**src/packet_capture_ring_stats_top_defines.svh**
```systemverilog
// Assertion macros shared by the packet capture ring modules.
// Expects clk_i and rst_ni in the scope of every use.
`ifndef PACKET_CAPTURE_RING_STATS_TOP_DEFINES_SVH
`define PACKET_CAPTURE_RING_STATS_TOP_DEFINES_SVH

// Check a condition at every clock edge outside reset.
`define PCRS_ASSERT_ALWAYS(label, cond, msg) \
  label: assert property (@(posedge clk_i) disable iff (!rst_ni) (cond)) else $error(msg);

// Check a consequence in the same cycle as its cause.
`define PCRS_ASSERT_IMPLIES(label, ante, cons, msg) \
  label: assert property (@(posedge clk_i) disable iff (!rst_ni) (ante) |-> (cons)) \
    else $error(msg);

// Check a consequence in the cycle after its cause.
`define PCRS_ASSERT_NEXT(label, ante, cons, msg) \
  label: assert property (@(posedge clk_i) disable iff (!rst_ni) (ante) |=> (cons)) \
    else $error(msg);

`endif

```
**src/pcrs_pkg.sv**
```systemverilog
// Shared widths, codes, reset values and types of the packet capture ring.
// No dependencies; used by pcrs_mod and packet_capture_ring_stats_top.
package pcrs_pkg;

  // Ring geometry
  localparam int OFFSET_BITS = 27;
  localparam int PTR_W       = OFFSET_BITS;
  localparam int NUM_W       = OFFSET_BITS + 1;
  localparam logic [NUM_W-1:0] CAP_MAX = NUM_W'(1) << OFFSET_BITS;

  // Field widths
  localparam int KIND_W    = 2;
  localparam int PORT_W    = 4;
  localparam int BYTES_W   = 14;
  localparam int STAMP_W   = 32;
  localparam int SEQ_W     = 32;
  localparam int STATUS_W  = 3;
  localparam int CHUNK_W   = 28;
  localparam int NUMBER_W  = 46;
  localparam int COUNT_W   = 48;
  localparam int CFG_W     = 28;
  localparam int CFG_IDX_W = 3;
  localparam int LEN_W     = BYTES_W + 1;

  localparam int S_TDATA_W = 88;
  localparam int M_TDATA_W = 400;

  // Module parameter defaults
  localparam int DEF_PORT_COUNT = 12;
  localparam int DEF_MAX_PACKET = 10000;

  // Item kinds
  localparam logic [KIND_W-1:0] KIND_PACKET = 2'd0;
  localparam logic [KIND_W-1:0] KIND_DRAIN  = 2'd1;
  localparam logic [KIND_W-1:0] KIND_CLEAR  = 2'd2;

  // Result status codes
  localparam logic [STATUS_W-1:0] STAT_STORED  = 3'd0;
  localparam logic [STATUS_W-1:0] STAT_DROPPED = 3'd1;
  localparam logic [STATUS_W-1:0] STAT_BAD_LEN = 3'd2;
  localparam logic [STATUS_W-1:0] STAT_DRAINED = 3'd3;
  localparam logic [STATUS_W-1:0] STAT_CLEARED = 3'd4;

  // Register indexes
  localparam logic [CFG_IDX_W-1:0] REG_REQ_LEN   = 3'd0;
  localparam logic [CFG_IDX_W-1:0] REG_RING_SIZE = 3'd1;
  localparam logic [CFG_IDX_W-1:0] REG_MAX_CHUNK = 3'd2;
  localparam logic [CFG_IDX_W-1:0] REG_CHECK_EN  = 3'd3;
  localparam logic [CFG_IDX_W-1:0] REG_PREFIX_EN = 3'd4;

  // Register reset values
  localparam logic [BYTES_W-1:0] RST_REQ_LEN   = '0;
  localparam logic [CFG_W-1:0]   RST_RING_SIZE = 28'd104857600;
  localparam logic [CFG_W-1:0]   RST_MAX_CHUNK = 28'd1048576;

  localparam logic [LEN_W-1:0] PREFIX_BYTES = 15'd2;

  // Packet number arithmetic: ticks = stamp * 1e6 * rate, rounded / 1024, plus sequence, then / 16
  localparam int MUL_W      = 28;
  localparam int SCALE      = 1000000;
  localparam int RATE_BASE  = 160;
  localparam int RATE_STEP  = 40;
  localparam logic [MUL_W-1:0] RATE_LO = MUL_W'(SCALE * RATE_BASE);
  localparam logic [MUL_W-1:0] RATE_HI = MUL_W'(SCALE * (RATE_BASE + RATE_STEP));
  localparam int ROUND_BIAS = 512;
  localparam int T_SHIFT    = 10;
  localparam int N_SHIFT    = 4;

  typedef struct packed {
    logic [NUMBER_W-1:0] first;
    logic [COUNT_W-1:0]  seen;
    logic [COUNT_W-1:0]  dropped;
    logic [COUNT_W-1:0]  good;
    logic [COUNT_W-1:0]  stored;
  } stats_t;

  localparam stats_t STATS_RESET = '{first: '1, seen: '0, dropped: '0, good: '0, stored: '0};

  // Remainder unit request and response
  typedef struct packed {
    logic             start;
    logic [NUM_W-1:0] num;
    logic [NUM_W-1:0] den;
  } mod_req_t;

  typedef struct packed {
    logic             done;
    logic [PTR_W-1:0] rem;
  } mod_rsp_t;

endpackage

```
**src/pcrs_mod.sv**
```systemverilog
// Pointer wrap unit: remainder of a ring sum by the ring capacity.
// A single subtraction gives the remainder when the sum is below twice the capacity, else one bit a cycle.
// Depends on pcrs_pkg and packet_capture_ring_stats_top_defines.svh.
`include "packet_capture_ring_stats_top_defines.svh"

module pcrs_mod import pcrs_pkg::*; (
  input  logic     clk_i,
  input  logic     rst_ni,
  input  mod_req_t req_i,
  output mod_rsp_t rsp_o
);

  localparam int CNT_W = $clog2(NUM_W + 1);

  logic             busy_q, done_q;
  logic [CNT_W-1:0] cnt_q;
  logic [NUM_W-1:0] num_q, den_q;
  logic [PTR_W-1:0] rem_q;

  logic [NUM_W-1:0] diff, step_val, step_diff;
  logic             fit_low, fit_once, step_ge;

  always_comb begin
    diff      = req_i.num - req_i.den;
    fit_low   = req_i.num < req_i.den;
    fit_once  = diff < req_i.den;
    step_val  = {rem_q, num_q[NUM_W-1]};
    step_ge   = step_val >= den_q;
    step_diff = step_val - den_q;
  end

  always_ff @(posedge clk_i or negedge rst_ni) begin
    if (!rst_ni) begin
      busy_q <= 1'b0;
      done_q <= 1'b0;
      cnt_q  <= '0;
    end else begin
      done_q <= 1'b0;
      if (req_i.start) begin
        if (fit_low || fit_once) begin
          done_q <= 1'b1;
        end else begin
          busy_q <= 1'b1;
          cnt_q  <= '0;
        end
      end else if (busy_q) begin
        cnt_q <= cnt_q + CNT_W'(1);
        if (cnt_q == CNT_W'(NUM_W - 1)) begin
          busy_q <= 1'b0;
          done_q <= 1'b1;
        end
      end
    end
  end

  // Restoring remainder, numerator bits in from the top
  always_ff @(posedge clk_i) begin
    if (req_i.start) begin
      den_q <= req_i.den;
      num_q <= req_i.num;
      if (fit_low) begin
        rem_q <= req_i.num[PTR_W-1:0];
      end else if (fit_once) begin
        rem_q <= diff[PTR_W-1:0];
      end else begin
        rem_q <= '0;
      end
    end else if (busy_q) begin
      num_q <= {num_q[NUM_W-2:0], 1'b0};
      rem_q <= step_ge ? step_diff[PTR_W-1:0] : step_val[PTR_W-1:0];
    end
  end

  assign rsp_o.done = done_q;
  assign rsp_o.rem  = rem_q;

  `PCRS_ASSERT_IMPLIES(a_rem_below_cap, done_q, {1'b0, rem_q} < den_q, "remainder not below capacity")
  `PCRS_ASSERT_IMPLIES(a_no_start_busy, req_i.start, !busy_q, "start while iterating")
  `PCRS_ASSERT_IMPLIES(a_cnt_range, busy_q, cnt_q < CNT_W'(NUM_W), "iteration count overrun")

endmodule

```
**config.mk**
```make
export PLATFORM = sky130hd
export DESIGN_NAME = pcrs_mod
export DESIGN_NICKNAME = d
export VERILOG_FILES = /design/src/pcrs_pkg.sv /design/src/pcrs_mod.sv
export VERILOG_INCLUDE_DIRS = /design/src /design/src/src
export SDC_FILE = /design/constraint.sdc
export NUM_CORES = 1
export LEC_CHECK = 0
export BUFFER_PORTS_ARGS = -buffer_cell sky130_fd_sc_hd__buf_4
export CAP_MARGIN = 20
export CORE_MARGIN = 2
export CORE_UTILIZATION = 45
export CTS_BUF_LIST = sky130_fd_sc_hd__clkbuf_8
export DETAILED_ROUTE_END_ITERATION = 6
export SLEW_MARGIN = 20
export SYNTH_ARGS = -nofsm -noshare
export SYNTH_HDL_FRONTEND = slang
export SYNTH_SLANG_ARGS = --single-unit
export TNS_END_PERCENT = 5
```
**constraint.sdc**
```tcl
create_clock -name clk_i -period 3.22 [get_ports clk_i]
set_clock_uncertainty 0.05 [all_clocks]
set_input_delay 0.161 -clock clk_i [delete_from_list [all_inputs] [get_ports clk_i]]
set_output_delay 0.161 -clock clk_i [all_outputs]
set_load 0.01 [all_outputs]
```
==> impl_metrics.ini, run 1 <==
[cells_and_area]
fin_util = 0.6564
areaGrowthSynthToFinish_pct = 42.65
drive_gt1_frac = 0.3711
fill_cells = 1367
diodes = 0
instances_no_fill = 1333
stdcell_area_mm2 = 0.01085
fin_nets = 1254

[detailed_routing]
vias = 7390
drc = 0
antenna_left = 0
wl_met3_um = 1253
post_drt_via_cell_ratio = 5.544
met1_length_um = 11970
first_pass_iters = 5
drt_iter0_drc = 527
wl_um = 24330
wl_met2_um = 10720
wire_per_inst_um = 18.25
highest_layer = met4

[sta]
maxSlewHeadroom = 0.4666
timing.final.ws_setup_ns = -0.6871
timing.fmax_mhz = 255.9
maxSlewViolCount = 0
hold_violations = 0
period_share = 1.213
setup-violations-final = 34
rsz0062_at_grt = true
worst_slew_pin_slew_ns = 0.8000
finalCriticalPeriod_ns = 3.907

[global_route]
grt_pass1_vias = 7355
overflow = 0
track_usage = 0.2765
antenna_found_initial = 0
grt_pass1_wl_um = 38800
grt_max_degree = 56

[placement]
port_buffers = 86
place.gp.congestion = 0.9700
place_hpwl_um = 19290
place_area_mm2 = 0.01011
dp_cells = 1293
pre_cts_ws_ns = -1.220

[flow_run]
maxCapViolCount = 0

[logic_synthesis]
yosys_warnings = 0
syn_avg_cell_area_um2 = 9.329
ys_types = 70
ys_ff_latch = 90
syn_nets = 961
synth_cells = 815
synthesis.area_mm2 = 0.007604
synth_edf_count = 83
synthFlopType = edfxtp_1
async_reset_ff_frac = 0.07778
ys_seq_area_frac = 0.3508

[cts]
cts_made_buffers = 9
clkTransAtPathRegs_ns = 0.09
cts_max_path_buffers = 2
cts_max_level = 3
clock-sinks = 90
cts_tree = yes
clockRootBuffer = clkbuf_8
clock_latency_ns = 0.38

[worst_hold_path]
holdCritPathClass = input port to flop

[pwr]
peakVddDrop_uv = 256.6
power_mw = 6.480
intPower_mw = 3.883
pwr-share-seq = 0.276
p_comb_frac = 0.586
p_leak_nw = 4.941
p_per_area_mw_per_mm2 = 597.4
p_switching_mw = 2.597
p_sw_frac = 0.4007
clkPwrFrac = 0.138

[worst_setup_path]
cp_max_fo = 8
slowest_delay_ns = 0.42
critical-path-top-delay-family = compound AO/OA/AOI/OAI gates
worstPathCellList = buf_8, inv_6, ha_4, a2111o_1, o21a_1, a221oi_4, o211ai_2, a2111o_1, a21o_1, and2_4, ha_4, a21oi_2, nor2b_1, o21ai_1, nand3_1, nor3_2, o31ai_4, buf_6, buf_12, nor3b_4, a21oi_2, mux2i_1
cpMaxStageDelayCell = a2111o_1
critical_path_class = input port to flop
worstPathArrival_ns = 4.07
cp-start-kind = input port
critical_path_required_ns = 3.39
end_kind = flop
cp_num_buf_inv = 4

[floorplanning]
ios = 87
initial_utilization = 0.4601
num_rows = 47
die_area_mm2 = 0.01795
core_mm2 = 0.01652
die_h_um = 134.0
fp.dieW_um = 134.0

[status]
outcome = finished with violations
violations = negative setup slack
routing by layer:
| layer | vias to the layer above | track usage |
|---|---|---|
| li1 | 3603 | - |
| met1 | 3543 | 0.4132 |
| met2 | 217 | 0.4225 |
| met3 | 27 | 0.04195 |
| met4 | 0 | 0.06324 |
| met5 | - | 0 |
synth_stat cells, drive strengths merged, types with 4 or more instances:
| cell | number | area share |
|---|---|---|
| nor3b | 13 | 0.013 |
| clkbuf | 24 | 0.012 |
| mux2 | 27 | 0.040 |
| nor3 | 7 | 0.0046 |
| nor2b | 10 | 0.0082 |
| a31oi | 10 | 0.0090 |
| o31ai | 6 | 0.0059 |
| nor2 | 53 | 0.026 |
| o21ai | 41 | 0.027 |
| ha | 85 | 0.14 |
| nand2 | 49 | 0.024 |
| a22oi | 5 | 0.0049 |
| a211oi | 20 | 0.020 |
| a21oi | 98 | 0.065 |
| a221oi | 8 | 0.010 |
| nand2b | 10 | 0.0082 |
| xnor2 | 34 | 0.039 |
| edfxtp | 83 | 0.33 |
| mux2i | 9 | 0.012 |
| nand4 | 13 | 0.011 |
| a21o | 26 | 0.026 |
| a22o | 4 | 0.0046 |
| buf | 9 | 0.0058 |
| o211ai | 5 | 0.0056 |
| and2 | 5 | 0.0043 |
| dfrtp | 7 | 0.023 |
| nand3 | 13 | 0.0086 |
| xor2 | 14 | 0.016 |
| inv | 71 | 0.035 |
| o21a | 12 | 0.012 |
cell usage in the layout (no fill, tap or decap), types with 7 or more instances in the layout:
cell	n
buf_4	282
xor2_1	14
a221oi_2	7
a211oi_1	17
nand3_1	13
ha_1	80
mux2_2	27
mux2i_1	9
nor2_1	52
inv_1	67
a21o_1	25
xnor2_1	34
o21ai_0	36
nor2b_1	9
a31oi_1	8
o21a_1	12
dfrtp_1	7
nand4_1	13
nand2_1	45
edfxtp_1	83
a21oi_1	81
clkbuf_8	9
dlygate4sd3_1	22
nor3b_2	11
a21oi_2	17
nand2b_1	9
final timing paths:
| kind | startpoint | to | slack [ns] | cells after the start |
|---|---|---|---|---|
| min | req_i[20] | den_q[20] | 0.02 | 2 |
| max | req_i[6] | rem_q[20] | -0.69 | 22 |
| max reg2reg | num_q[27] | rem_q[5] | -0.08 | 13 |
| max in group asynchronous | rst_ni | busy_q | 2.93 | 2 |
| min reg2reg | num_q[10] | num_q[11] | 0.50 | 1 |
| min in group asynchronous | rst_ni | cnt_q[4] | 0.07 | 2 |
final cells by class:
type	count	area, um^2	share of cell area
clock buffer	9	123.9	0.01142
clock inverter	7	100.1	0.009228
inverter	71	276.5	0.02549
multi-input combinational	621	4896	0.4514
sequential	90	2668	0.2459
tap	220	275.3	0.02538
timing repair buffer	315	2507	0.2312
timing repair:
item	in CTS	in global routing
hold endpoints to repair	28	0
buffers inserted	5	0
setup endpoints to repair	34	34
gates cloned	1	0
hold buffers	22	0
gates resized for setup	43	22
pin swaps	37	8
cells by family after synthesis:
family          after synthesis  synth area share
compound gates              263            0.2225
xor+xnor                     48           0.05529
fa+ha+maj                    87            0.1451
buf+inv                     104           0.05266
flops                        90            0.3508
mux                          36           0.05184
simple gates                187            0.1218
power groups by stage:
stage	combinational, mW	clock, mW	sequential (mW)
after global routing	4.15	0.954	1.82
after detailed placement	3.55	0	1.81
final	3.80	0.894	1.79
after floorplan	2.05	0	1.82
after global placement	3.49	0	1.80
after CTS	3.72	0.918	1.78
worst reg2reg max path, delay by kind of cell (launching register included):
kind / cells / cell delay (ns)
and+or+nand+nor: 2 / 0.31
buffers and inverters: 3 / 0.42
adders and majority gates: 2 / 0.62
AOI/OAI and AO/OA: 6 / 1.26
DFF: 1 / 0.40
flip-flops by register name, indices dropped and copies added, names as in the netlist:
register / count
den_q: 28
num_q: 28
rem_q: 27
busy_q: 1
done_q: 1
cnt_q: 5
per-stage QoR:
step	setup TNS (ns)	hold WS, ns
after floorplan	-19.25	-0.1846
after global placement	-33.44	-0.07609
after detailed placement	-36.12	-0.07211
after CTS	-19.13	0.0003405
after global routing	-27.11	0.0009037
final	-19.91	0.01968
No activity file was read; power rests on OpenSTA's default activity.
==> run 2: changes to the inputs <==
--- a/config.mk
+++ b/config.mk
@@ -8,10 +8,14 @@
 export LEC_CHECK = 0
 export BUFFER_PORTS_ARGS = -buffer_cell sky130_fd_sc_hd__buf_4
 export CAP_MARGIN = 20
+export CELL_PAD_IN_SITES_DETAIL_PLACEMENT = 0
+export CELL_PAD_IN_SITES_GLOBAL_PLACEMENT = 1
 export CORE_MARGIN = 2
-export CORE_UTILIZATION = 45
+export CORE_UTILIZATION = 30
 export CTS_BUF_LIST = sky130_fd_sc_hd__clkbuf_8
 export DETAILED_ROUTE_END_ITERATION = 6
+export HOLD_SLACK_MARGIN = 0.12
+export PLACE_DENSITY_LB_ADDON = 0.1
 export SLEW_MARGIN = 20
 export SYNTH_ARGS = -nofsm -noshare
 export SYNTH_HDL_FRONTEND = slang
==> run 2 against run 1 <==
Against the previous run:
- the run still ends with negative setup slack left
- clock-buffer cell count is the same
- hold slack gained 0.12 ns
- non-clock buffer count grew 33
- sequential power is essentially flat
- sequential share of layout area shrank 0.53 points
- flip-flop and latch count is the same
- final cell count grew 11%
- final area grew 2.2%
- critical path type unchanged
- largest power group unchanged
- highest routed layer unchanged
==> impl_metrics.ini, run 2 (synthesis results as in run 1) <==
[cells_and_area]
fin_util = 0.4428
fill_cells = 2513
drive_gt1_frac = 0.3598
diodes = 0
areaGrowthSynthToFinish_pct = 45.80
fin_nets = 1287
stdcell_area_mm2 = 0.01109
top_regs = den_q (28), num_q (28), rem_q (27)
register_area_mm2 = 0.002668
multiInputGateArea_mm2 = 0.004828
layout_common_cells = buf_4 (310), a21oi_1 (91), edfxtp_1 (83)
mostFrequentLayoutCell = buf_4

[flow_run]
maxCapViolCount = 0

[pwr]
peakVddDrop_uv = 228.7
p_leak_nw = 5.011
p_per_area_mw_per_mm2 = 564.7
power_mw = 6.260

[global_route]
track_usage = 0.1968
grt_pass1_wl_um = 40280
grt_pass1_vias = 7362
overflow = 0
grt_max_degree = 50
antenna_found_initial = 0

[worst_setup_path]
r2r_slack_ns = -0.34
cp-start-kind = input port
end_kind = flop
critical_path_class = input port to flop
worstPathArrival_ns = 3.97
critical_path_required_ns = 3.27
cp_max_fo = 14

[placement]
place.gp.congestion = 0.8828
place_hpwl_um = 21060
port_buffers = 86
pre_cts_ws_ns = -1.322
place_area_mm2 = 0.01040

[sta]
timing.final.ws_setup_ns = -0.6943
maxSlewHeadroom = 0.4906
timing.fmax_mhz = 255.5
setup-violations-final = 34
period_share = 1.216
rsz0062_at_grt = true
fin_hold_ws_ns = 0.1436
worst_slew_pin_slew_ns = 0.7448
finalCriticalPeriod_ns = 3.914
maxSlewViolCount = 0
hold_violations = 0

[detailed_routing]
post_drt_via_cell_ratio = 4.929
wire_per_inst_um = 17.45
wl_um = 25740
antenna_left = 0
first_pass_iters = 5
drc = 0
vias = 7271
drt_iter0_drc = 346

[cts]
cts_max_level = 3
cts_max_path_buffers = 2
clock-sinks = 90
clockRootBuffer = clkbuf_8
cts_made_buffers = 9
cts_tree = yes
clkTransAtPathRegs_ns = 0.09
clock_latency_ns = 0.38

[status]
violations = negative setup slack
outcome = finished with violations

[floorplanning]
num_rows = 58
ios = 87
die_h_um = 163.2
initial_utilization = 0.3037
die_area_mm2 = 0.02663
core_mm2 = 0.02504
fp.dieW_um = 163.2

[worst_hold_path]
holdCritPathClass = input port to flop
[run 2: cell count changes in the layout (fill, tap and decap cells not counted), sizes merged]
cell,before,now
bufinv,2,0
buf,293,316
inv,74,73
dlygate4sd3,22,32
clkinvlp,0,2
[run 2: worst paths after layout]
kind | start | end | cells past startpoint
max in group asynchronous | rst_ni | cnt_q[0] | 3
setup reg to reg | den_q[1] | rem_q[25] | 13
setup / recovery | req_i[5] | rem_q[3] | 22
hold reg to reg | num_q[14] | num_q[15] | 1
hold / removal | req_i[55] | num_q[27] | 2
min in group asynchronous | rst_ni | done_q | 3
[run 2: final cells by class]
class                           instances  share of cell area
Inverter                               71             0.02494
Timing Repair Buffer                  348              0.2473
Clock buffer                            9             0.01117
Multi-Input combinational cell        621              0.4356
Tap cell                              330             0.03725
Clock inverter                          6            0.003160
Sequential cell                        90              0.2406
[run 2: per-layer routing]
metal,routed length (um),global-route usage
met1,13560,0.2970
met2,11280,0.3003
met3,627,0.02108
met4,271,0.04465
met5,0,0
[run 2: where the power goes]
group	internal (mW)	total (mW)	switching, mW	leakage, nW
Combinational	1.84	3.78	1.94	4.02
Clock	0.271	0.692	0.420	0.0780
Sequential	1.61	1.79	0.178	0.916
[run 2: stage by stage]
stage               setup TNS (ns)  cells
floorplan                   -19.25    815
global placement            -38.21   1424
detailed placement          -39.37   1424
CTS                         -18.01   1473
global route                -25.53   1475
finish                      -20.08   1475
[run 2: repair_timing]
item,in CTS,in global routing
hold buffers,32,0
hold endpoints to repair,37,0
setup buffers,2,2
pin swaps,24,9
gates resized for setup,25,16
endpoints found under the setup margin,34,34
cloned,0,0
[run 2: worst max-delay path, cell delays in order]
cell and delay (ns):
buf_4 0.10, inv_1 0.06, ha_2 0.18, a2111o_1 0.42, o21a_1 0.23, a221oi_4 0.31
o211ai_2 0.14, a2111o_1 0.40, a21o_1 0.20, and2_4 0.14, ha_4 0.26, a21oi_2 0.04
nor2b_1 0.12, o21ai_1 0.09, nand3_1 0.08, nor3_2 0.06, o31ai_4 0.39, buf_12 0.19
nor3b_1 0.06, a21oi_1 0.14, buf_4 0.13, a21oi_1 0.05
==> run 3: changes to the inputs <==
==> constraint.sdc (replaced) <==
create_clock -name clk_i -period 4.6 [get_ports clk_i]
set_clock_uncertainty 0.05 [all_clocks]
set_input_delay 0.23 -clock clk_i [delete_from_list [all_inputs] [get_ports clk_i]]
set_output_delay 0.23 -clock clk_i [all_outputs]
set_load 0.01 [all_outputs]
==> run 3 against run 2 <==
Against the previous run:
- the run now ends clean
- routed wire length fell by 7.1%
- register-to-register slack improved by 1.2 ns
- critical path depth fell by 1
- final area fell by 15%
- total power fell by 37%
- combinational power fell by 43%
- sequential share of layout area rose by 4.2 points
- global-route usage fell by 1.3 points
- via count fell by 9.5%
- critical path type unchanged
- largest cell class unchanged
- highest routed layer unchanged
==> impl_metrics.ini, run 3 (synthesis results as in run 1) <==
[status]
outcome = complete, no violations

[cells_and_area]
areaGrowthSynthToFinish_pct = 24.02
stdcell_area_mm2 = 0.009430
fin_nets = 1092
top_regs = den_q (28), num_q (28), rem_q (27)
drive_gt1_frac = 0.1914
diodes = 0
layout_common_cells = buf_4 (109), a21oi_1 (97), ha_1 (83), edfxtp_1 (83), inv_1 (69)
mostFrequentLayoutCell = buf_4

[floorplanning]
ios = 87
fp.dieW_um = 163.2
num_rows = 58
core_mm2 = 0.02504
die_area_mm2 = 0.02663
die_h_um = 163.2
initial_utilization = 0.3037

[sta]
final.setup.tns_ns = 0
maxSlewHeadroom = 0.4975
timing.final.ws_setup_ns = 0.1863
timing.fmax_mhz = 226.6
finalCriticalPeriod_ns = 4.414
worst_slew_pin_slew_ns = 0.7511
fin_hold_ws_ns = 0.1427
setup-violations-final = 0
period_share = 0.9595
hold_violations = 0
maxSlewViolCount = 0

[worst_setup_path]
critical-path-top-delay-family = compound AO/OA/AOI/OAI gates
r2r_slack_ns = 0.88
startpoint = req_i[19]
cp_num_buf_inv = 5
critical_path_class = input port to flop
cpMaxStageDelayCell = dlygate4sd3_1
crit_top_cell = a21oi_1
end_kind = flop
reg2reg_from = rem_q[10]
cp-start-kind = input port
crit_cells = 21
critical_path_required_ns = 4.67
r2r_cells = 9
worstPathCellList = dlygate4sd3_1, buf_4, inv_1, ha_1, a21o_1, a21o_1, a21oi_1, a21boi_0, a2bb2oi_1, a31oi_1, o21bai_1, a21oi_1, xnor2_1, ha_1, nand4_1, o31ai_2, buf_6, buf_4, nor3b_1, a21oi_1, a21oi_1
slowest_delay_ns = 0.54
cp_max_fo = 11
cp-endpoint = rem_q[2]
worstPathArrival_ns = 4.48
worst_r2r_endpoint = rem_q[25]

[placement]
port_buffers = 86
pre_cts_ws_ns = -0.02284
place_area_mm2 = 0.008730
place.gp.congestion = 0.8624
place_hpwl_um = 18810

[pwr]
peakVddDrop_uv = 124.3
power_mw = 3.963
p_leak_nw = 4.036
p_per_area_mw_per_mm2 = 420.2

[cts]
cts_tree = yes
cts_max_path_buffers = 2
clockRootBuffer = clkbuf_8
cts_made_buffers = 9
clkTransAtPathRegs_ns = 0.11
clock_latency_ns = 0.38
clock-sinks = 90
cts_max_level = 3

[flow_run]
maxCapViolCount = 0

[detailed_routing]
antenna_left = 0
vias = 6583
drt_iter0_drc = 338
first_pass_iters = 5
wl_um = 23920
wire_per_inst_um = 18.67
post_drt_via_cell_ratio = 5.139
drc = 0

[global_route]
grt_max_degree = 55
track_usage = 0.1838
grt_pass1_vias = 6617
antenna_found_initial = 0
overflow = 0
grt_pass1_wl_um = 37520

[worst_hold_path]
holdCritPathClass = input port to flop
-- run 3: worst min-delay path by stage --
stage | startpoint | endpoint | slack, ns | cells past startpoint
finish | req_i[47] | num_q[19] | 0.14 | 2
global route | req_i[38] | num_q[10] | 0.13 | 2
CTS | req_i[36] | num_q[8] | 0.12 | 2
detailed placement | rst_ni | done_q | -0.0008 | 1
global placement | rst_ni | done_q | -0.005 | 1
floorplan | rst_ni | busy_q | -0.12 | 0
-- run 3: layout make-up --
type,instances,area (um^2)
clock buffer,9,123.9
clock inverter,7,53.80
fill,2558,15610
inverter,71,266.5
multi-input combinational,621,4636
sequential,90,2668
tap,330,412.9
timing repair buffer,153,1270
-- run 3: worst register-to-register path: stages (launching register included) --
cell	delay (ns)
edfxtp_1	0.45
ha_1	0.51
nand4_1	0.20
a2111oi_1	0.62
o21ai_1	0.23
a2111oi_0	0.70
o22ai_1	0.17
xnor2_1	0.17
mux2i_1	0.24
a22oi_1	0.13
-- run 3: stage by stage --
step | utilization | cells
global route | 0.3767 | 1281
finish | 0.3767 | 1281
CTS | 0.3726 | 1279
global placement | 0.3487 | 1221
detailed placement | 0.3487 | 1221
floorplan | - | 815
-- run 3: layer usage --
metal | GRT usage | wire length [um] | vias to the layer above
li1 | - | - | 3286
met1 | 0.2802 | 12420 | 3110
met2 | 0.2691 | 10050 | 158
met3 | 0.02133 | 957 | 29
met4 | 0.05591 | 493 | 0
met5 | 0 | 0 | -
-- run 3: repair_timing --
| item | 4_1_cts | 5_1_grt |
|---|---|---|
| endpoints found under the setup margin | 0 | 34 |
| gates resized for setup | 0 | 22 |
| endpoints found under the hold margin | 46 | 0 |
| hold buffers | 42 | 0 |
| setup buffers | 0 | 3 |
-- run 3: power by group --
group	switching, mW	internal [mW]
sequential	0.138	1.13
combinational	1.22	0.935
clock	0.336	0.202
